==> src/design/s5hs_pkg.sv <==
package s5hs_pkg;

    typedef enum logic [3:0] {
        PH_GVER  = 4'd0,
        PH_GNUM  = 4'd1,
        PH_METH  = 4'd2,
        PH_RVER  = 4'd3,
        PH_RCMD  = 4'd4,
        PH_RRSV  = 4'd5,
        PH_RATYP = 4'd6,
        PH_DLEN  = 4'd7,
        PH_ADDR  = 4'd8,
        PH_PHI   = 4'd9,
        PH_PLO   = 4'd10,
        PH_CONN  = 4'd11,
        PH_PROXY = 4'd12,
        PH_DEAD  = 4'd13
    } phase_t;

    // work item handed from the front to the back
    typedef enum logic [1:0] {
        OP_ONE    = 2'd0,
        OP_CHOICE = 2'd1,
        OP_REPLY  = 2'd2
    } op_t;

    typedef struct packed {
        op_t         op;
        logic [2:0]  kind;
        logic [7:0]  data;
        logic [1:0]  dtype;
        logic [15:0] port;
        logic        close;
    } cmd_t;

    localparam logic [2:0] ACT_CLIENT    = 3'd0;
    localparam logic [2:0] ACT_SERVER    = 3'd1;
    localparam logic [2:0] ACT_CONNECTED = 3'd2;
    localparam logic [2:0] ACT_ERROR     = 3'd3;
    localparam logic [2:0] ACT_CLOSED    = 3'd4;

    localparam logic [2:0] K_TO_CLIENT = 3'd0;
    localparam logic [2:0] K_ADDR      = 3'd1;
    localparam logic [2:0] K_OPEN      = 3'd2;
    localparam logic [2:0] K_CLOSE     = 3'd3;
    localparam logic [2:0] K_TO_SERVER = 3'd4;

    localparam logic [1:0] ERR_HOST    = 2'd1;
    localparam logic [1:0] ERR_REFUSED = 2'd2;

    localparam logic [1:0] DT_IPV4   = 2'd0;
    localparam logic [1:0] DT_DOMAIN = 2'd1;
    localparam logic [1:0] DT_IPV6   = 2'd2;

    localparam logic [7:0] SOCKS_VER    = 8'h05;
    localparam logic [7:0] CMD_CONNECT  = 8'h01;
    localparam logic [7:0] ATYP_IPV4    = 8'h01;
    localparam logic [7:0] ATYP_DOMAIN  = 8'h03;
    localparam logic [7:0] ATYP_IPV6    = 8'h04;
    localparam logic [7:0] REP_OK       = 8'h00;
    localparam logic [7:0] REP_FAIL     = 8'h01;
    localparam logic [7:0] REP_HOST     = 8'h04;
    localparam logic [7:0] REP_REFUSED  = 8'h05;
    localparam logic [7:0] REP_CMD      = 8'h07;
    localparam logic [7:0] REP_ATYP     = 8'h08;

    localparam logic [15:0] PROXY_PORT_RESET = 16'd1080;

    // last result index of each work item
    localparam logic [3:0] IDX_CHOICE_END = 4'd1;
    localparam logic [3:0] IDX_REPLY_END  = 4'd9;
    localparam logic [3:0] IDX_CLOSE      = 4'd10;

endpackage

==> src/design/s5hs_front.sv <==
module s5hs_front
    import s5hs_pkg::*;
(
    input  logic        clk,
    input  logic        rst_n,
    input  logic        take,
    input  logic [2:0]  action,
    input  logic [7:0]  in_byte,
    input  logic [1:0]  error_kind,
    input  logic        cfg_wr_en,
    input  logic [15:0] cfg_wr_data,
    output logic        cmd_push,
    output cmd_t        cmd
);

    phase_t      phase_reg, phase_next;
    logic [7:0]  remaining_reg, remaining_next;
    logic [1:0]  addr_kind_reg, addr_kind_next;
    logic [7:0]  port_hi_reg, port_hi_next;
    logic [15:0] proxy_port_reg;
    logic [7:0]  rem_dec;

    assign rem_dec = remaining_reg - 8'd1;

    always_ff @(posedge clk or negedge rst_n)
    begin
        if (!rst_n)
        begin
            phase_reg      <= PH_GVER;
            remaining_reg  <= '0;
            addr_kind_reg  <= '0;
            port_hi_reg    <= '0;
            proxy_port_reg <= PROXY_PORT_RESET;
        end
        else
        begin
            phase_reg     <= phase_next;
            remaining_reg <= remaining_next;
            addr_kind_reg <= addr_kind_next;
            port_hi_reg   <= port_hi_next;
            if (cfg_wr_en)
            begin
                proxy_port_reg <= cfg_wr_data;
            end
        end
    end

    always_comb
    begin
        phase_next     = phase_reg;
        remaining_next = remaining_reg;
        addr_kind_next = addr_kind_reg;
        port_hi_next   = port_hi_reg;
        cmd_push       = 1'b0;
        cmd            = '0;
        cmd.op         = OP_ONE;
        if (take)
        begin
            case (action)
                ACT_CLIENT:
                begin
                    unique case (phase_reg)
                        PH_GVER:
                        begin
                            if (in_byte != SOCKS_VER)
                            begin
                                cmd_push   = 1'b1;
                                cmd.op     = OP_REPLY;
                                cmd.data   = REP_FAIL;
                                cmd.close  = 1'b1;
                                phase_next = PH_DEAD;
                            end
                            else
                            begin
                                phase_next = PH_GNUM;
                            end
                        end
                        PH_GNUM:
                        begin
                            remaining_next = in_byte;
                            if (in_byte == 8'd0)
                            begin
                                cmd_push   = 1'b1;
                                cmd.op     = OP_CHOICE;
                                phase_next = PH_RVER;
                            end
                            else
                            begin
                                phase_next = PH_METH;
                            end
                        end
                        PH_METH:
                        begin
                            remaining_next = rem_dec;
                            if (rem_dec == 8'd0)
                            begin
                                cmd_push   = 1'b1;
                                cmd.op     = OP_CHOICE;
                                phase_next = PH_RVER;
                            end
                        end
                        PH_RVER:
                        begin
                            // bit 0: bad version or reserved, bit 1: bad command
                            remaining_next = {7'd0, in_byte != SOCKS_VER};
                            phase_next     = PH_RCMD;
                        end
                        PH_RCMD:
                        begin
                            if (in_byte != CMD_CONNECT)
                            begin
                                remaining_next = remaining_reg | 8'd2;
                            end
                            phase_next = PH_RRSV;
                        end
                        PH_RRSV:
                        begin
                            if (in_byte != 8'd0)
                            begin
                                remaining_next = remaining_reg | 8'd1;
                            end
                            phase_next = PH_RATYP;
                        end
                        PH_RATYP:
                        begin
                            if (remaining_reg[0] || remaining_reg[1] ||
                                !(in_byte == ATYP_IPV4 || in_byte == ATYP_DOMAIN ||
                                  in_byte == ATYP_IPV6))
                            begin
                                cmd_push   = 1'b1;
                                cmd.op     = OP_REPLY;
                                cmd.close  = 1'b1;
                                phase_next = PH_DEAD;
                                if (remaining_reg[0])
                                begin
                                    cmd.data = REP_FAIL;
                                end
                                else if (remaining_reg[1])
                                begin
                                    cmd.data = REP_CMD;
                                end
                                else
                                begin
                                    cmd.data = REP_ATYP;
                                end
                            end
                            else if (in_byte == ATYP_IPV4)
                            begin
                                addr_kind_next = DT_IPV4;
                                remaining_next = 8'd4;
                                phase_next     = PH_ADDR;
                            end
                            else if (in_byte == ATYP_DOMAIN)
                            begin
                                addr_kind_next = DT_DOMAIN;
                                remaining_next = 8'd0;
                                phase_next     = PH_DLEN;
                            end
                            else
                            begin
                                addr_kind_next = DT_IPV6;
                                remaining_next = 8'd16;
                                phase_next     = PH_ADDR;
                            end
                        end
                        PH_DLEN:
                        begin
                            remaining_next = in_byte;
                            phase_next     = (in_byte == 8'd0) ? PH_PHI : PH_ADDR;
                        end
                        PH_ADDR:
                        begin
                            cmd_push       = 1'b1;
                            cmd.kind       = K_ADDR;
                            cmd.data       = in_byte;
                            remaining_next = rem_dec;
                            if (rem_dec == 8'd0)
                            begin
                                phase_next = PH_PHI;
                            end
                        end
                        PH_PHI:
                        begin
                            port_hi_next = in_byte;
                            phase_next   = PH_PLO;
                        end
                        PH_PLO:
                        begin
                            cmd_push   = 1'b1;
                            cmd.kind   = K_OPEN;
                            cmd.dtype  = addr_kind_reg;
                            cmd.port   = {port_hi_reg, in_byte};
                            phase_next = PH_CONN;
                        end
                        PH_PROXY:
                        begin
                            cmd_push = 1'b1;
                            cmd.kind = K_TO_SERVER;
                            cmd.data = in_byte;
                        end
                        default:
                        begin
                        end
                    endcase
                end
                ACT_SERVER:
                begin
                    if (phase_reg == PH_PROXY)
                    begin
                        cmd_push = 1'b1;
                        cmd.kind = K_TO_CLIENT;
                        cmd.data = in_byte;
                    end
                end
                ACT_CONNECTED:
                begin
                    if (phase_reg == PH_CONN)
                    begin
                        cmd_push   = 1'b1;
                        cmd.op     = OP_REPLY;
                        cmd.data   = REP_OK;
                        cmd.port   = proxy_port_reg;
                        phase_next = PH_PROXY;
                    end
                end
                ACT_ERROR:
                begin
                    if (phase_reg == PH_CONN)
                    begin
                        cmd_push   = 1'b1;
                        cmd.op     = OP_REPLY;
                        cmd.close  = 1'b1;
                        phase_next = PH_DEAD;
                        if (error_kind == ERR_HOST)
                        begin
                            cmd.data = REP_HOST;
                        end
                        else if (error_kind == ERR_REFUSED)
                        begin
                            cmd.data = REP_REFUSED;
                        end
                        else
                        begin
                            cmd.data = REP_FAIL;
                        end
                    end
                    else if (phase_reg == PH_PROXY)
                    begin
                        cmd_push   = 1'b1;
                        cmd.kind   = K_CLOSE;
                        phase_next = PH_DEAD;
                    end
                end
                ACT_CLOSED:
                begin
                    if (phase_reg == PH_CONN || phase_reg == PH_PROXY)
                    begin
                        cmd_push   = 1'b1;
                        cmd.kind   = K_CLOSE;
                        phase_next = PH_DEAD;
                    end
                end
                default:
                begin
                end
            endcase
        end
    end

endmodule

==> src/design/s5hs_cmd_fifo.sv <==
module s5hs_cmd_fifo
    import s5hs_pkg::*;
#(
    parameter int DEPTH = 4
)
(
    input  logic clk,
    input  logic rst_n,
    input  logic wr_en,
    input  cmd_t wr_cmd,
    input  logic rd_en,
    output cmd_t rd_cmd,
    output logic not_empty,
    output logic is_full
);

    localparam int PW = (DEPTH > 1) ? $clog2(DEPTH) : 1;
    localparam int CW = $clog2(DEPTH + 1);
    localparam logic [PW-1:0] LAST_PTR = PW'(DEPTH - 1);
    localparam logic [CW-1:0] FULL_CNT = CW'(DEPTH);

    cmd_t          mem [DEPTH];
    logic [PW-1:0] wr_ptr_reg, rd_ptr_reg;
    logic [CW-1:0] count_reg;

    assign not_empty = (count_reg != '0);
    assign is_full   = (count_reg == FULL_CNT);
    assign rd_cmd    = mem[rd_ptr_reg];

    always_ff @(posedge clk)
    begin
        if (wr_en)
        begin
            mem[wr_ptr_reg] <= wr_cmd;
        end
    end

    always_ff @(posedge clk or negedge rst_n)
    begin
        if (!rst_n)
        begin
            wr_ptr_reg <= '0;
            rd_ptr_reg <= '0;
            count_reg  <= '0;
        end
        else
        begin
            if (wr_en)
            begin
                wr_ptr_reg <= (wr_ptr_reg == LAST_PTR) ? '0 : wr_ptr_reg + 1'b1;
            end
            if (rd_en)
            begin
                rd_ptr_reg <= (rd_ptr_reg == LAST_PTR) ? '0 : rd_ptr_reg + 1'b1;
            end
            if (wr_en && !rd_en)
            begin
                count_reg <= count_reg + 1'b1;
            end
            else if (rd_en && !wr_en)
            begin
                count_reg <= count_reg - 1'b1;
            end
        end
    end

endmodule

==> src/design/s5hs_back.sv <==
module s5hs_back
    import s5hs_pkg::*;
(
    input  logic        clk,
    input  logic        rst_n,
    input  logic        cmd_avail,
    input  cmd_t        cmd,
    output logic        cmd_pop,
    input  logic        pop,
    output logic        empty,
    output logic [2:0]  out_kind,
    output logic [7:0]  out_byte,
    output logic [1:0]  dest_type,
    output logic [15:0] dest_port,
    output logic        last
);

    logic [3:0]  idx_reg, idx_next;
    logic        out_valid_reg, out_valid_next;
    logic [2:0]  kind_reg, kind_next;
    logic [7:0]  byte_reg, byte_next;
    logic [1:0]  dtype_reg, dtype_next;
    logic [15:0] port_reg, port_next;
    logic        last_reg, last_next;
    logic        advance;
    logic [3:0]  end_idx;
    logic [7:0]  reply_byte;

    assign advance = !out_valid_reg || pop;

    always_comb
    begin
        unique case (cmd.op)
            OP_ONE:    end_idx = 4'd0;
            OP_CHOICE: end_idx = IDX_CHOICE_END;
            OP_REPLY:  end_idx = cmd.close ? IDX_CLOSE : IDX_REPLY_END;
            default:   end_idx = 4'd0;
        endcase
    end

    always_comb
    begin
        unique case (idx_reg)
            4'd0:    reply_byte = SOCKS_VER;
            4'd1:    reply_byte = cmd.data;
            4'd3:    reply_byte = 8'h01;
            4'd8:    reply_byte = cmd.port[15:8];
            4'd9:    reply_byte = cmd.port[7:0];
            default: reply_byte = 8'h00;
        endcase
    end

    always_comb
    begin
        idx_next       = idx_reg;
        out_valid_next = out_valid_reg;
        kind_next      = kind_reg;
        byte_next      = byte_reg;
        dtype_next     = dtype_reg;
        port_next      = port_reg;
        last_next      = last_reg;
        cmd_pop        = 1'b0;
        if (advance)
        begin
            out_valid_next = cmd_avail;
            if (cmd_avail)
            begin
                last_next  = (idx_reg == end_idx);
                dtype_next = '0;
                port_next  = '0;
                unique case (cmd.op)
                    OP_ONE:
                    begin
                        kind_next  = cmd.kind;
                        byte_next  = cmd.data;
                        dtype_next = cmd.dtype;
                        port_next  = cmd.port;
                    end
                    OP_CHOICE:
                    begin
                        kind_next = K_TO_CLIENT;
                        byte_next = (idx_reg == 4'd0) ? SOCKS_VER : 8'h00;
                    end
                    default:
                    begin
                        if (idx_reg == IDX_CLOSE)
                        begin
                            kind_next = K_CLOSE;
                            byte_next = 8'h00;
                        end
                        else
                        begin
                            kind_next = K_TO_CLIENT;
                            byte_next = reply_byte;
                        end
                    end
                endcase
                // drop the work item once its final result is out
                if (idx_reg == end_idx)
                begin
                    cmd_pop  = 1'b1;
                    idx_next = '0;
                end
                else
                begin
                    idx_next = idx_reg + 4'd1;
                end
            end
        end
    end

    always_ff @(posedge clk or negedge rst_n)
    begin
        if (!rst_n)
        begin
            idx_reg       <= '0;
            out_valid_reg <= 1'b0;
        end
        else
        begin
            idx_reg       <= idx_next;
            out_valid_reg <= out_valid_next;
        end
    end

    always_ff @(posedge clk)
    begin
        kind_reg  <= kind_next;
        byte_reg  <= byte_next;
        dtype_reg <= dtype_next;
        port_reg  <= port_next;
        last_reg  <= last_next;
    end

    assign empty     = !out_valid_reg;
    assign out_kind  = kind_reg;
    assign out_byte  = byte_reg;
    assign dest_type = dtype_reg;
    assign dest_port = port_reg;
    assign last      = last_reg;

endmodule

==> src/design/socks5_server_handshake_top.sv <==
// A taken input is written to the work queue; the result sequencer then registers each
// result onto the output ports. One input per cycle while full is low; the sequencer emits
// one result per cycle while pop keeps up, so a reply holds it while the queue buffers the front.
// Reset (rst_n low, asynchronous): greeting phase, queues empty, proxy_port = 1080.
module socks5_server_handshake_top
    import s5hs_pkg::*;
#(
    parameter int QUEUE_DEPTH = 4
)
(
    input  logic        clk,
    input  logic        rst_n,
    input  logic        push,
    output logic        full,
    input  logic [2:0]  action,
    input  logic [7:0]  in_byte,
    input  logic [1:0]  error_kind,
    input  logic        cfg_wr_en,
    input  logic [15:0] cfg_wr_data,
    output logic        empty,
    input  logic        pop,
    output logic [2:0]  out_kind,
    output logic [7:0]  out_byte,
    output logic [1:0]  dest_type,
    output logic [15:0] dest_port,
    output logic        last
);

    logic take;
    logic cmd_push;
    cmd_t cmd_in;
    cmd_t cmd_head;
    logic cmd_avail;
    logic cmd_pop;
    logic q_full;

    assign full = q_full;
    assign take = push && !q_full;

    s5hs_front u_front (
        .clk         (clk),
        .rst_n       (rst_n),
        .take        (take),
        .action      (action),
        .in_byte     (in_byte),
        .error_kind  (error_kind),
        .cfg_wr_en   (cfg_wr_en),
        .cfg_wr_data (cfg_wr_data),
        .cmd_push    (cmd_push),
        .cmd         (cmd_in)
    );

    s5hs_cmd_fifo #(
        .DEPTH (QUEUE_DEPTH)
    ) u_queue (
        .clk       (clk),
        .rst_n     (rst_n),
        .wr_en     (cmd_push),
        .wr_cmd    (cmd_in),
        .rd_en     (cmd_pop),
        .rd_cmd    (cmd_head),
        .not_empty (cmd_avail),
        .is_full   (q_full)
    );

    s5hs_back u_back (
        .clk       (clk),
        .rst_n     (rst_n),
        .cmd_avail (cmd_avail),
        .cmd       (cmd_head),
        .cmd_pop   (cmd_pop),
        .pop       (pop),
        .empty     (empty),
        .out_kind  (out_kind),
        .out_byte  (out_byte),
        .dest_type (dest_type),
        .dest_port (dest_port),
        .last      (last)
    );

endmodule

==> config.mk <==
export PLATFORM = sky130hd
export DESIGN_NAME = socks5_server_handshake_top
export DESIGN_NICKNAME = d
export VERILOG_FILES = /design/src/design/s5hs_pkg.sv /design/src/design/s5hs_front.sv /design/src/design/s5hs_cmd_fifo.sv /design/src/design/s5hs_back.sv /design/src/design/socks5_server_handshake_top.sv
export SDC_FILE = /design/constraint.sdc
export NUM_CORES = 1
export LEC_CHECK = 0
export BUFFER_PORTS_ARGS = -buffer_cell sky130_fd_sc_hd__clkbuf_2
export CAP_MARGIN = 20
export CORE_UTILIZATION = 35
export CTS_CLUSTER_DIAMETER = 30
export DETAILED_ROUTE_END_ITERATION = 10
export GPL_ROUTABILITY_DRIVEN = 1
export HOLD_SLACK_MARGIN = 0.05
export PLACE_DENSITY_LB_ADDON = 0.2
export SYNTH_ARGS = -nofsm -noshare
export SYNTH_HDL_FRONTEND = slang
export SYNTH_SLANG_ARGS = --single-unit
==> constraint.sdc <==
create_clock -name clk -period 5.6 [get_ports clk]
set_input_delay 0.84 -clock clk [delete_from_list [all_inputs] [get_ports clk]]
set_output_delay 0.84 -clock clk [all_outputs]
set_load 0.05 [all_outputs]
Word level (Yosys, flattened, before mapping)
Memory sizes are Yosys's and may differ from the RTL's.
Cells that the tools add are included.
W data, S select, Z words.
Cells by class
  add/sub/neg operators: 6
  multipliers: 0
  div/mod/pow operators: 0
  $lt $le $gt $ge: 0
  equality and inequality tests: 43
  shift operators: 0
  muxes and demuxes: 80
  bitwise gates (word level): 3
  reduce and logical (&&, ||, !) cells: 39
Operator list (count)
  $mux W8: 8
  $mux W4: 12
  $pmux W8 S3: 2
  $pmux W8 S6: 1
  $pmux W4 S11: 1
  $pmux W8 S5: 1
  $eq A4 B4 Y1 const B: 8
  $mux W32: 1
  $pmux W16 S2: 1
  $mux W2: 13
  $mux W1: 20
  $mux W18: 1
  $reduce_and A6 Y1: 3
  $eq A4 B3 Y1 const B: 4
  $logic_not A8 Y1: 2
  $mux W16: 1
  $pmux W4 S4: 1
  $pmux W8 S2: 1
  $mux W3: 5
  $eq A4 B2 Y1 const B: 3
  $ne A12 B12 Y1 const B: 1
  $pmux W3 S4: 1
  $pmux W1 S5: 2
  $reduce_bool A5 Y1: 2
  45 further kinds: 76
Storage, ports and cells
  register bits after elaboration: 80
  bits in latches: 0
  RAM bits: 128
  memory bits (read-only): 0
  input port bits: 34
  output and inout port bits: 32
  logic and storage cells: 189
  memories: 1
Memory list
  u_queue.mem: depth 4, bits a word 32, rd ports 1, clocked after memory_dff 0, write ports 1, RTL line s5hs_cmd_fifo.sv:22  | cmd_t mem [DEPTH];

Depth between registers and ports, before layout
Gate-level depths: netlist of run 1.
  depth in word-level cells: 13
  depth in mapped cells: 17
  depth with buffers taken out: 14

Modules after synthesis
From an unflattened synthesis of run 1, not the netlist that was laid out.
Unflattened totals
  cell total of the unflattened synthesis: 700
  area total of the unflattened synthesis: 9800.6 um2
By module, submodules not included
  s5hs_cmd_fifo: times used 1, cells each 205, area an instance 5081.1 um2, seq. area each 4018.9 um2
  s5hs_front: times used 1, cells each 345, area an instance 2929.1 um2, seq. area each 955.9 um2
  s5hs_back: times used 1, cells each 149, area an instance 1776.7 um2, seq. area each 1026.0 um2
  socks5_server_handshake_top: times used 1, cells each 1, area an instance 13.8 um2, seq. area each 0.0 um2

Worst setup path after synthesis of run 1
No wires, ideal clock.
  kind: register -> register
  start: register u_queue.rd_ptr_reg[0]
  end: register u_queue.count_reg[1]
  setup time: 0.125 ns
  arrival time: 3.596 ns
  data required time: 5.475 ns
  setup slack: 1.879 ns
  cell stages (with the launch flop): 15
  buffers on the path: 3
  clock period less this slack: 3.721 ns
  cell sequence: dfrtp_1 -> buf_6 -> buf_2 -> buf_2 -> mux4_2 -> inv_1 -> ha_1 -> xnor2_1 -> a41oi_1 -> o21ai_1 -> nand2_1 -> ha_1 -> inv_1 -> fa_1 -> mux2_2
Between the ends
  longest elaborated chain between the ends: 10
  elaborated cells between the ends (all ways): 14
  those cells by class: eq/ne (3); mux (6); reduce/logical (4); memory (1)
RTL lines
  start, declared: RTL line s5hs_cmd_fifo.sv:23  | logic [PW-1:0] wr_ptr_reg, rd_ptr_reg;
  start signal, assigned: RTL line s5hs_cmd_fifo.sv:54  | rd_ptr_reg <= (rd_ptr_reg == LAST_PTR) ? '0 : rd_ptr_reg + 1'b1;
  $mem_v2 Z4 W32 *
  $eq A2 B2 Y1 (tied with other cells): RTL line s5hs_back.sv:33  | unique case (cmd.op)
  $pmux W4 S2 *: RTL line s5hs_back.sv:33
  $eq A4 B4 Y1 *: RTL line s5hs_back.sv:99  | if (idx_reg == end_idx)
  $mux W1 *: RTL line s5hs_back.sv:99
  $mux W1 *: RTL line s5hs_back.sv:66  | if (cmd_avail)
  $mux W1 *: RTL line s5hs_back.sv:63  | if (advance)
  $logic_not A1 Y1: RTL line s5hs_cmd_fifo.sv:56  | if (wr_en && !rd_en)
  $logic_and A1 B1 Y1: RTL line s5hs_cmd_fifo.sv:56
  $mux W3 / $reduce_bool A2 Y1 (equally long branches)
  end signal, assigned: RTL line s5hs_cmd_fifo.sv:58  | count_reg <= count_reg + 1'b1;
  end signal, assigned: RTL line s5hs_cmd_fifo.sv:62  | count_reg <= count_reg - 1'b1;
  end, declared: RTL line s5hs_cmd_fifo.sv:24  | logic [CW-1:0] count_reg;
Every way passes the cells marked *; elsewhere a longest branch is shown, timed or not.
A chain may end at the register's enable or synchronous reset.

Worst setup path in the final report of run 1
  start: register u_front.phase_reg[2]
  end: memory u_queue.mem[0][29] (netlist name), enable pin
Between the ends
  longest elaborated chain between the ends: 7
  elaborated cells between the ends (all ways): 19
  those cells by class: eq/ne (7); mux (9); reduce/logical (3)
RTL lines
  start, declared: RTL line s5hs_front.sv:16  | phase_t phase_reg, phase_next;
  start signal, assigned: RTL line s5hs_front.sv:37  | phase_reg <= phase_next;
  $eq A4 B4 Y1 (on tied branches)
  $reduce_or A3 Y1 (no line) (tied with other cells)
  $pmux W1 S5 (tied with other cells): RTL line s5hs_front.sv:62  | unique case (phase_reg)
  $pmux W1 S5 *: RTL line s5hs_front.sv:59  | case (action)
  $mux W1 *: RTL line s5hs_front.sv:57  | if (take)
  $mux W1 *: RTL line s5hs_cmd_fifo.sv:32  | if (wr_en)
  $mux W1 (implied by the code) *: RTL line s5hs_cmd_fifo.sv:34  | mem[wr_ptr_reg] <= wr_cmd;
  end, declared: RTL line s5hs_cmd_fifo.sv:22
Marked as above.

==> summary.txt, run 1 <==
Power and ir drop
  – Pwr/cell area: about 560 nW/um^2
  – Leakage power: between 4 and 5 nW
  – Maximum vdd drop: 0.0002566 V

Worst setup path
  – Crit-path slowest cell: dfrtp_1
  – Slowest stage delay, CP: 820 ps
  – Worst setup EP type: register
  – CP Launch Type: register
  – Worst path top cell family by delay: simple AND/OR/NAND/NOR gates
  – Cell breakdown of the critical path: inv_1 > nor3_1 > a21oi_1 > o221ai_2 > a211oi_4 > and2b_1 > buf_4
  – Crit path required time: ~5800 ps
  – Crit Path Max Fanout: 28
  – WP data arrival: 4030 ps
  – Crit Path Class: register to register
  – Crit path buf inv count: 2

Cells and area
  – Fill count: roughly 2,500
  – Diodes inserted: 0
  – Nets: 848
  – Largest register FFs: roughly 130
  – Area growth from synthesis to layout: 21.33%
  – Share of layout cells above drive strength 1: about 28%
  – Final Util: between 40% and 50%

STA
  – Final Hold Fails: 0
  – Post-route setup TNS: 0 ps
  – Relative slew slack: around 36%
  – Final setup fails: 0
  – Fmax: around 260 MHz
  – Final min period: around 3800 ps
  – Part of the cycle the worst path needs: slightly below 70%
  – Final Max Tran Viols: 0
  – Worst-Margin Slew: roughly 960 ps
  – Fin Clk Skew: between 10 and 15 ps
  – Unrepaired setup endpoints after global routing: false

Placed design
  – Buffers on Ports: 65
  – Gp weighted congestion: between 0.8 and 0.9
  – DP HPWL: 16,350 um

Die
  – Die Ht: around 170 um
  – Site row count: 60
  – Starting density of the core: 35.99%
  – I/O pin cnt: 66
  – Die area: roughly 29,000 sq um
  – Chip width: 169.4 um
  – Core Area: around 27,000 sq um

Synth
  – Syn avg cell area: about 14 sq um
  – Top area cells in the synthesized netlist: edfxtp_1 48%, dfrtp_1 12%, mux4_2 7.3%
  – Synth cell types: a little under 80
  – Syn Nets: 767
  – Yosys reg bits: about 210
  – Synth Flop Type: edfxtp_1
  – Top-count cell post-synth: edfxtp_1
  – Post-synth top cells: 158 x edfxtp_1, 56 x nor2_1, 46 x dfrtp_1, 46 x nand2_1, 33 x o21ai_0
  – Synth top area share: 48.38%
  – Syn Inst Count: 713
  – EDFF count, synth: about 160
  – Post-synth ARST share: 24.04%
  – Cell accounting for the most synthesized area: edfxtp_1
  – Sequential-to-total area share from yosys stat: 61.19%
  – Yosys Warn Count: 0
  – Syn Std Cell Area: 9807 sq um

Clock network
  – Post-CTS Setup Inserts: 0
  – Clock Path Buffers: 3
  – CTS H-tree lvls: 2
  – Hold_buf cts: 0
  – Post_cts resized: 0
  – Clock tree root driver cell: clkbuf_16
  – Worst-path clk slew: about 50 ps
  – Number of sinks on the clock net: between 200 and 250
  – CTS tree: done
  – TritonCTS Buffers: 44
  – Skew-Pair Late Insertion Delay: ~520 ps

Route
  – # DRC: 0
  – Via count: a little over 6,000
  – Via/cell ratio: approximately 5.2
  – WL/cell: a little under 20 um
  – Iteration-0 DRC Markers: ~480
  – Wirelength, routed: 23,320 um
  – Antenna-violating nets left: 0
  – Drt pass-1 iters: 5

Run
  – Number of max-cap violations: 0

GRT
  – Vias in the first global route: ~6,300
  – Congestion Overflow GR: 0
  – Met2 Use GR: between 20% and 30%
  – Global-route wire length before repair: about 37,000 um
  – Initial antenna violation count: 0
  – Largest net degree at the start of global routing: between 50 and 60
  – GR peak layer: met2
  – GRT met3 Usage: 3.521%
  – GRT Total Usage: approximately 17%
  – Met1 usage: about a quarter

Run status
  – Status: finished clean

Hold path
  – Worst hold path class: primary input to async pin
-- cell type report --
type | instances | area [sq um] | area share (%)
Clock buffer | 50 | 1166 | 9.800
Timing Repair Buffer | 76 | 411.6 | 3.460
Clock inverter | 31 | 282.8 | 2.376
Tap cell | 372 | 465.4 | 3.912
Multi-Input combinational cell | 440 | 3481 | 29.25
Sequential cell | 208 | 6002 | 50.44
Inverter | 24 | 90.09 | 0.7571
-- report_power, final --
group | internal [W] | total, W | switching [W]
Clock | 0.00164 | 0.00246 | 0.000827
Combinational | 0.000718 | 0.00197 | 0.00125
Sequential | 0.00194 | 0.00223 | 0.000290
Total | 0.00430 | 0.00666 | 0.00236
-- logic make-up after synthesis --
group	count (synthesis)	synth area share [%]
flip-flops	208	61.19
multiplexers	66	11.32
XOR/XNOR	8	0.7145
adder cells (fa/ha/maj)	21	2.730
AO/OA/AOI/OAI	131	9.722
buffers and inverters	65	3.317
AND/OR/NAND/NOR	214	11.01
-- layout by cell type (no fill, tap or decap), types with 7 or more instances in the layout --
| cell | count |
|---|---|
| clkbuf_2 | 65 |
| a21oi_1 | 20 |
| nor3_1 | 23 |
| a22oi_1 | 25 |
| buf_4 | 10 |
| o21ai_0 | 33 |
| dfrtp_1 | 45 |
| ha_1 | 19 |
| nand3_1 | 13 |
| nand2b_1 | 9 |
| nand2_1 | 46 |
| and2_1 | 26 |
| mux4_2 | 32 |
| nor2_1 | 56 |
| clkbuf_16 | 46 |
| clkinv_2 | 7 |
| clkinvlp_4 | 7 |
| mux2_2 | 31 |
| inv_1 | 24 |
| edfxtp_1 | 158 |
-- worst reg2reg max path, stage by stage (launching register included) --
cell	delay [ps]
dfrtp_1	820
inv_1	340
nor3_1	600
a21oi_1	120
o221ai_2	320
a211oi_4	160
and2b_1	760
buf_4	400
-- worst paths after layout --
check,endpoint,startpoint,cells past startpoint,slack [ps]
max,u_queue.mem[0][29],u_front.phase_reg[2],7,1760
min,u_back.out_valid_reg,rst_n,2,460
max in group asynchronous,u_front.port_hi_reg[5],rst_n,2,4600
min reg2reg,u_queue.count_reg[2],u_queue.count_reg[2],1,490
min in group clk,u_queue.count_reg[2],u_queue.count_reg[2],1,490
max reg2reg,u_queue.mem[0][29],u_front.phase_reg[2],7,1760
-- per-layer routing --
metal  up-vias  share of wire, %
li1       2894                 -
met1      3094                46
met2       201                46
met3        35               5.7
met4         0               1.8
met5         -                 0
-- through the flow --
stage | total power (W) | cell area, sq um | cells | worst slack, ps | hold WS (ps)
2_1_floorplan | 0.003775 | 9807 | 713 | 1879 | 450.2
3_3_place_gp | 0.004197 | 10440 | 1119 | 1671 | 471.6
3_5_place_dp | 0.004236 | 10450 | 1120 | 1514 | 476.0
4_1_cts | 0.006738 | 11900 | 1201 | 1714 | 481.2
5_1_grt | 0.007015 | 11900 | 1201 | 1429 | 501.0
6_report | 0.006660 | 11900 | 1201 | 1761 | 464.2
No activity file was read; power rests on OpenSTA's default activity.
==> inputs of run 2 (changes only) <==
Clock period 5.6 ns to 3.7 ns, I/O delays scaled along.
==> run 2 against run 1 <==
- clock skew shrank 2.4 ps
- worst hold slack got worse by 220 ps
- design area grew 2.5%
- global-route usage down 0.20 points
- utilization up 1.1 points
- clock power up 63%
- register-to-register slack lost 1400 ps
- critical endpoint is now u_queue.count_reg[2]
- die area did not move
- fmax rose by 16%
==> summary.txt, run 2 (same netlist as run 1, synthesis figures left out) <==
Cells and area
  – Most frequent cells in the layout: 158 x edfxtp_1, 65 x clkbuf_2, 56 x nor2_1, 46 x nand2_1, 46 x clkbuf_16
  – Diodes inserted: 0 (unchanged)
  – Share of layout cells above drive strength 1: 30.07% (+1.7 points)
  – Nets: 868 (+2.4%)
  – Area growth from synthesis to layout: 24.34%
  – Largest register FFs: 128 (unchanged)
  – Final Util: 44.75% (+1.1 points)
  – Most common cell after layout, fill and taps aside: edfxtp_1

Clock network
  – Clock tree root driver cell: clkbuf_16
  – Clock Path Buffers: 3 (unchanged)
  – Post_cts resized: 0 (unchanged)
  – Worst-path clk slew: 40 ps (about the same)
  – CTS tree: done
  – Number of sinks on the clock net: 208 (unchanged)
  – CTS H-tree lvls: 2 (unchanged)
  – TritonCTS Buffers: 46 (+4.5%)
  – Skew-Pair Late Insertion Delay: 510 ps (about the same)

STA
  – Final Max Tran Viols: 0 (unchanged)
  – Fmax: 300.9 MHz (+16%)
  – Unrepaired setup endpoints after global routing: false
  – Final Hold Fails: 0 (unchanged)
  – Part of the cycle the worst path needs: 89.81% (+21 points)
  – Final min period: 3323 ps (-515.7 ps)
  – Worst-Margin Slew: 966.0 ps (+9.163 ps)
  – Final setup fails: 0 (unchanged)
  – Relative slew slack: 35.54% (-0.61 points)
  – Post-route setup TNS: 0 ps (unchanged)
  – Fin Clk Skew: 10.70 ps (-2.393 ps)

GRT
  – Initial antenna violation count: 0 (unchanged)
  – Vias in the first global route: 6,611 (+4.1%)
  – Global-route wire length before repair: 36,720 um (unchanged)
  – Congestion Overflow GR: 0 (unchanged)
  – Largest net degree at the start of global routing: 35 (-31%)
  – GRT Total Usage: 16.61% (-0.20 points)

Placed design
  – Gp weighted congestion: 0.9010 (+2.6%)
  – Buffers on Ports: 65 (unchanged)
  – DP HPWL: 16,030 um (-1.9%)

Die
  – I/O pin cnt: 66 (unchanged)
  – Chip width: 169.4 um (unchanged)
  – Die Ht: 169.4 um (unchanged)
  – Site row count: 60 (unchanged)
  – Die area: 28,690 sq um (unchanged)
  – Starting density of the core: 35.99% (unchanged)
  – Core Area: 27,250 sq um (unchanged)

Worst setup path
  – Worst r2r src: u_front.remaining_reg[0]
  – CP Launch Type: register
  – Crit path required time: 4130 ps (-1660 ps)
  – CP startpoint: u_front.remaining_reg[0]
  – WP data arrival: 3760 ps (-270 ps)
  – Crit Path Class: register to register
  – Worst setup EP type: register
  – Crit Path Max Fanout: 7 (-75%)

Power and ir drop
  – Reg power frac: 30.7% (-2.8 points)
  – Comb pwr share: 31.2% (+1.7 points)
  – Pwr/cell area: 860.3 nW/um^2 (+54%)
  – Switching Fraction: 34.55% (-0.95 points)
  – Clock power frac: 38.1% (+1.1 points)
  – Leakage power: 4.666 nW (+3.3%)
  – Int Power: 0.006866 W (+60%)
  – Maximum vdd drop: 0.0004882 V (+90%)
  – Sw Pwr: 0.003625 W (+53%)

Route
  – Antenna-violating nets left: 0 (unchanged)
  – Via/cell ratio: 5.216 (+0.64%)
  – Iteration-0 DRC Markers: 541 (+14%)
  – Via count: 6,363 (+2.2%)
  – WL/cell: 19.08 um (-1.7%)
  – Wirelength, routed: 23,270 um (-0.19%)
  – # DRC: 0 (unchanged)
  – Drt pass-1 iters: 6 (+1)

Hold path
  – Worst hold path class: primary input to register
  – Hold Path Origin: pop

Run
  – Number of max-cap violations: 0 (unchanged)

Run status
  – Status: finished clean
## run 2: cell types whose count changed in the layout (fill, tap and decap cells not counted)
cell           previous run  this run
buf_4                    10        23
buf_6                     1         0
buf_12                    0         5
clkinv_2                  7         8
bufinv_16                 3         7
clkinvlp_4                7         8
inv_6                     3         0
clkbuf_1                  4         2
dlygate4sd3_1             0         1
## run 2: layout make-up
cell class / count / area (sq um)
fillers: 2481 / 15060
well taps: 372 / 465.4
clock buffers: 48 / 1159
clock inverters: 34 / 389.1
multi-input cells: 440 / 3481
flip-flops and latches: 208 / 6002
inverters: 24 / 90.09
repair buffers: 94 / 608.1
## run 2: worst max-delay path, stage by stage (launching register included)
cell	delay [ps]
dfrtp_1	420
inv_1	130
ha_1	170
or3b_4	410
o31a_1	260
or2_4	250
o41ai_4	290
a211oi_4	110
inv_1	90
ha_1	180
inv_1	70
fa_1	430
xor2_1	170
nor2_1	110
xor2_1	170
## run 2: path summary, 6_finish.rpt
path	end	slack, ps	cells after the start
worst max register to register	u_queue.count_reg[2]	380	14
min in group asynchronous	u_back.idx_reg[2]	440	2
max in group asynchronous	u_front.proxy_port_reg[10]	2510	4
worst min-delay path	u_back.out_valid_reg	240	2
worst max-delay path	u_queue.count_reg[2]	380	14
worst min register to register	u_front.port_hi_reg[0]	490	2
## run 2: per-layer routing
metal | up-vias | GRT usage (%) | routed length [um]
li1 | 2936 | - | -
met1 | 3189 | 22.16 | 10540
met2 | 186 | 27.05 | 10950
met3 | 52 | 2.868 | 1197
met4 | 0 | 6.385 | 585
met5 | - | 0 | 0
## run 2: power groups by stage
stage / Sequential (W) / Clock, W / Combinational, W
finish: 0.00322 / 0.00400 / 0.00327
global route: 0.00327 / 0.00419 / 0.00355
CTS: 0.00323 / 0.00407 / 0.00328
detailed placement: 0.00327 / 0 / 0.00327
global placement: 0.00324 / 0 / 0.00324
floorplan: 0.00368 / 0 / 0.00204
## run 2: repair_timing
item	CTS	global route
setup buffers	0	0
hold buffers	0	1
hold endpoints to repair	0	5
## run 2: through the flow
step	hold WS (ps)	instance area [sq um]	setup slack, ps	total power (W)	cells
2_1_floorplan	259.4	9809	20.68	0.005717	713
3_3_place_gp	465.8	10620	415.7	0.006479	1136
3_5_place_dp	476.8	10620	317.4	0.006532	1136
4_1_cts	220.0	12160	383.1	0.01057	1218
5_1_grt	269.0	12190	162.4	0.01101	1220
6_report	241.4	12190	377.1	0.01049	1220
==> inputs of run 3 (changes only) <==
Settings changed: CORE_ASPECT_RATIO from default to 0.75.
==> run 3 against run 2 <==
- worst setup slack worse by 1.6 ps
- combinational power about the same
- cell count down 3.8%
- clock skew increased by 1.8 ps
- non-clock buffer count shrank 1
- utilization fell by 1.8 points
- largest cell class unchanged
- fmax barely moved
- total power shrank 9.8%
- sequential share of layout area rose by 2.1 points
- flip-flop and latch count did not move
- clock power is 25% lower
- clock-buffer cell count down 11
==> summary.txt, run 3 (same netlist as run 1, synthesis figures left out) <==
Run status
  – Status: finished clean

Cells and area
  – Most common cell after layout, fill and taps aside: edfxtp_1
  – Largest register FFs: 128 (unchanged)
  – Area growth from synthesis to layout: 19.34%
  – Cell Count, Final, Fillers Out: 1,174 (-3.8%)
  – Share of layout cells above drive strength 1: 28.43% (-1.6 points)
  – Nets: 852 (-1.8%)
  – Area of the multi-input gates: 3481 sq um (unchanged)
  – Diodes inserted: 0 (unchanged)
  – Most frequent cells in the layout: 158 x edfxtp_1, 65 x clkbuf_2, 56 x nor2_1, 46 x nand2_1, 45 x dfrtp_1
  – Reg area: 6002 sq um (unchanged)
  – Fill count: 2,528 (+1.9%)

STA
  – Worst-Margin Slew: 1030 ps (+64.19 ps)
  – Final setup fails: 0 (unchanged)
  – Final Hold Fails: 0 (unchanged)
  – Final Max Tran Viols: 0 (unchanged)
  – Unrepaired setup endpoints after global routing: false
  – Final min period: 3325 ps (+1.639 ps)
  – Fin Clk Skew: 12.48 ps (+1.780 ps)
  – Relative slew slack: 31.25% (-4.3 points)
  – Part of the cycle the worst path needs: 89.85% (about the same)
  – Post-route setup TNS: 0 ps (unchanged)
  – Fmax: 300.8 MHz (about the same)
  – Fin worst setup slack: 375.4 ps (-1.639 ps)
  – Worst hold slack: 153.4 ps (-87.94 ps)

GRT
  – Largest net degree at the start of global routing: 35 (unchanged)
  – Congestion Overflow GR: 0 (unchanged)
  – Vias in the first global route: 6,301 (-4.7%)
  – Global-route wire length before repair: 36,660 um (-0.17%)
  – Initial antenna violation count: 0 (unchanged)
  – GRT Total Usage: 16.59% (about the same)

Worst setup path
  – Cell breakdown of the critical path: inv_1 > ha_1 > or3b_4 > o31a_1 > or2_4 > o41ai_4 > a211oi_4 > inv_1 > ha_1 > inv_1 > fa_1 > xor2_1 > nor2_1 > xor2_1
  – Crit Path Max Fanout: 7 (unchanged)
  – WP data arrival: 3800 ps (+40 ps)
  – Crit Path Class: register to register
  – Crit path buf inv count: 3 (unchanged)
  – Crit-path slowest cell: dfrtp_1
  – CP Launch Type: register
  – Crit path required time: 4170 ps (+40 ps)
  – Worst path top cell family by delay: adder cells
  – Most used cell, CP: inv_1
  – Slowest stage delay, CP: 420 ps (about the same)
  – Worst setup EP type: register

Placed design
  – Buffers on Ports: 65 (unchanged)
  – Gp weighted congestion: 0.8977 (-0.37%)
  – Dpl ws: 295.1 ps (-22.30 ps)
  – Inst Count DP: 1,116 (-1.8%)
  – DP HPWL: 16,520 um (+3.0%)

Die
  – Site row count: 52 (-13%)
  – Die Ht: 147.0 um (-13%)
  – Chip width: 195.3 um (+15%)
  – Die area: 28,700 sq um (about the same)
  – I/O pin cnt: 66 (unchanged)
  – Starting density of the core: 35.97% (about the same)
  – Core Area: 27,260 sq um (about the same)

Clock network
  – CTS tree: done
  – Post-CTS Setup Inserts: 0 (unchanged)
  – CTS H-tree lvls: 1 (-1)
  – Number of sinks on the clock net: 208 (unchanged)
  – Post_cts resized: 0 (unchanged)
  – Skew-Pair Late Insertion Delay: 550 ps (+40 ps)
  – Clock tree root driver cell: clkbuf_16
  – Clock Path Buffers: 3 (unchanged)
  – Worst-path clk slew: 50 ps (about the same)
  – TritonCTS Buffers: 31 (-33%)
  – Hold_buf cts: 0 (unchanged)

Route
  – Antenna-violating nets left: 0 (unchanged)
  – Via count: 6,248 (-1.8%)
  – # DRC: 0 (unchanged)
  – WL/cell: 19.86 um (+4.1%)
  – Wirelength, routed: 23,310 um (+0.18%)
  – Drt pass-1 iters: 8 (+2)
  – Iteration-0 DRC Markers: 460 (-15%)
  – Via/cell ratio: 5.322 (+2.0%)

Hold path
  – Worst hold path class: primary input to async pin

Power and ir drop
  – Maximum vdd drop: 0.0003954 V (-19%)
  – Leakage power: 4.447 nW (-4.7%)
  – Tot Pwr: 0.009464 W (-9.8%)
  – Pwr/cell area: 808.6 nW/um^2 (-6.0%)

Run
  – Number of max-cap violations: 0 (unchanged)
## run 3: cell types whose count changed in the layout (fill, tap and decap cells not counted), sizes merged
cell and change:
clkinv -12, clkbuf -11, inv +6, clkinvlp -4, bufinv -3, dlygate4sd3 -1
## run 3: final cells by class
| cell class | instances | share of cell area, % |
|---|---|---|
| clock buffer | 37 | 6.992 |
| clock inverter | 21 | 2.459 |
| inverter | 24 | 0.7697 |
| multi-input combinational | 440 | 29.74 |
| sequential | 208 | 51.28 |
| tap | 351 | 3.752 |
| timing repair buffer | 93 | 5.003 |
## run 3: worst paths after layout
check | start | endpoint | slack, ps | cells past startpoint
worst max-delay path | u_front.remaining_reg[0] | u_queue.count_reg[2] | 380 | 14
worst min-delay path | rst_n | u_queue.count_reg[0] | 150 | 1
worst max register to register | u_front.remaining_reg[0] | u_queue.count_reg[2] | 380 | 14
worst min register to register | u_queue.count_reg[2] | u_queue.count_reg[2] | 500 | 1
max in group asynchronous | rst_n | u_front.proxy_port_reg[3] | 2710 | 2
min in group clk | pop | u_back.out_valid_reg | 230 | 2
## run 3: metrics by stage
stage	utilization [%]	cell area (sq um)
after detailed placement	38.87	10600
after floorplan	-	9809
final	42.93	11700
after global routing	42.93	11700
after global placement	38.87	10600
after CTS	42.93	11700
## run 3: routing by layer
layer | global-route usage (%) | share of wire [%] | vias up
li1 | - | - | 2904
met1 | 25.45 | 49 | 3055
met2 | 23.71 | 41 | 248
met3 | 3.489 | 7.5 | 41
met4 | 4.173 | 2.1 | 0
met5 | 0 | 0 | -
## run 3: report_power, final
part / total, W / switching [W] / leakage [nW] / internal, W
Sequential: 0.00320 / 0.000271 / 2.18 / 0.00293
Combinational: 0.00325 / 0.00208 / 1.74 / 0.00117
Clock: 0.00301 / 0.00111 / 0.525 / 0.00190
Total: 0.00946 / 0.00346 / 4.45 / 0.00600
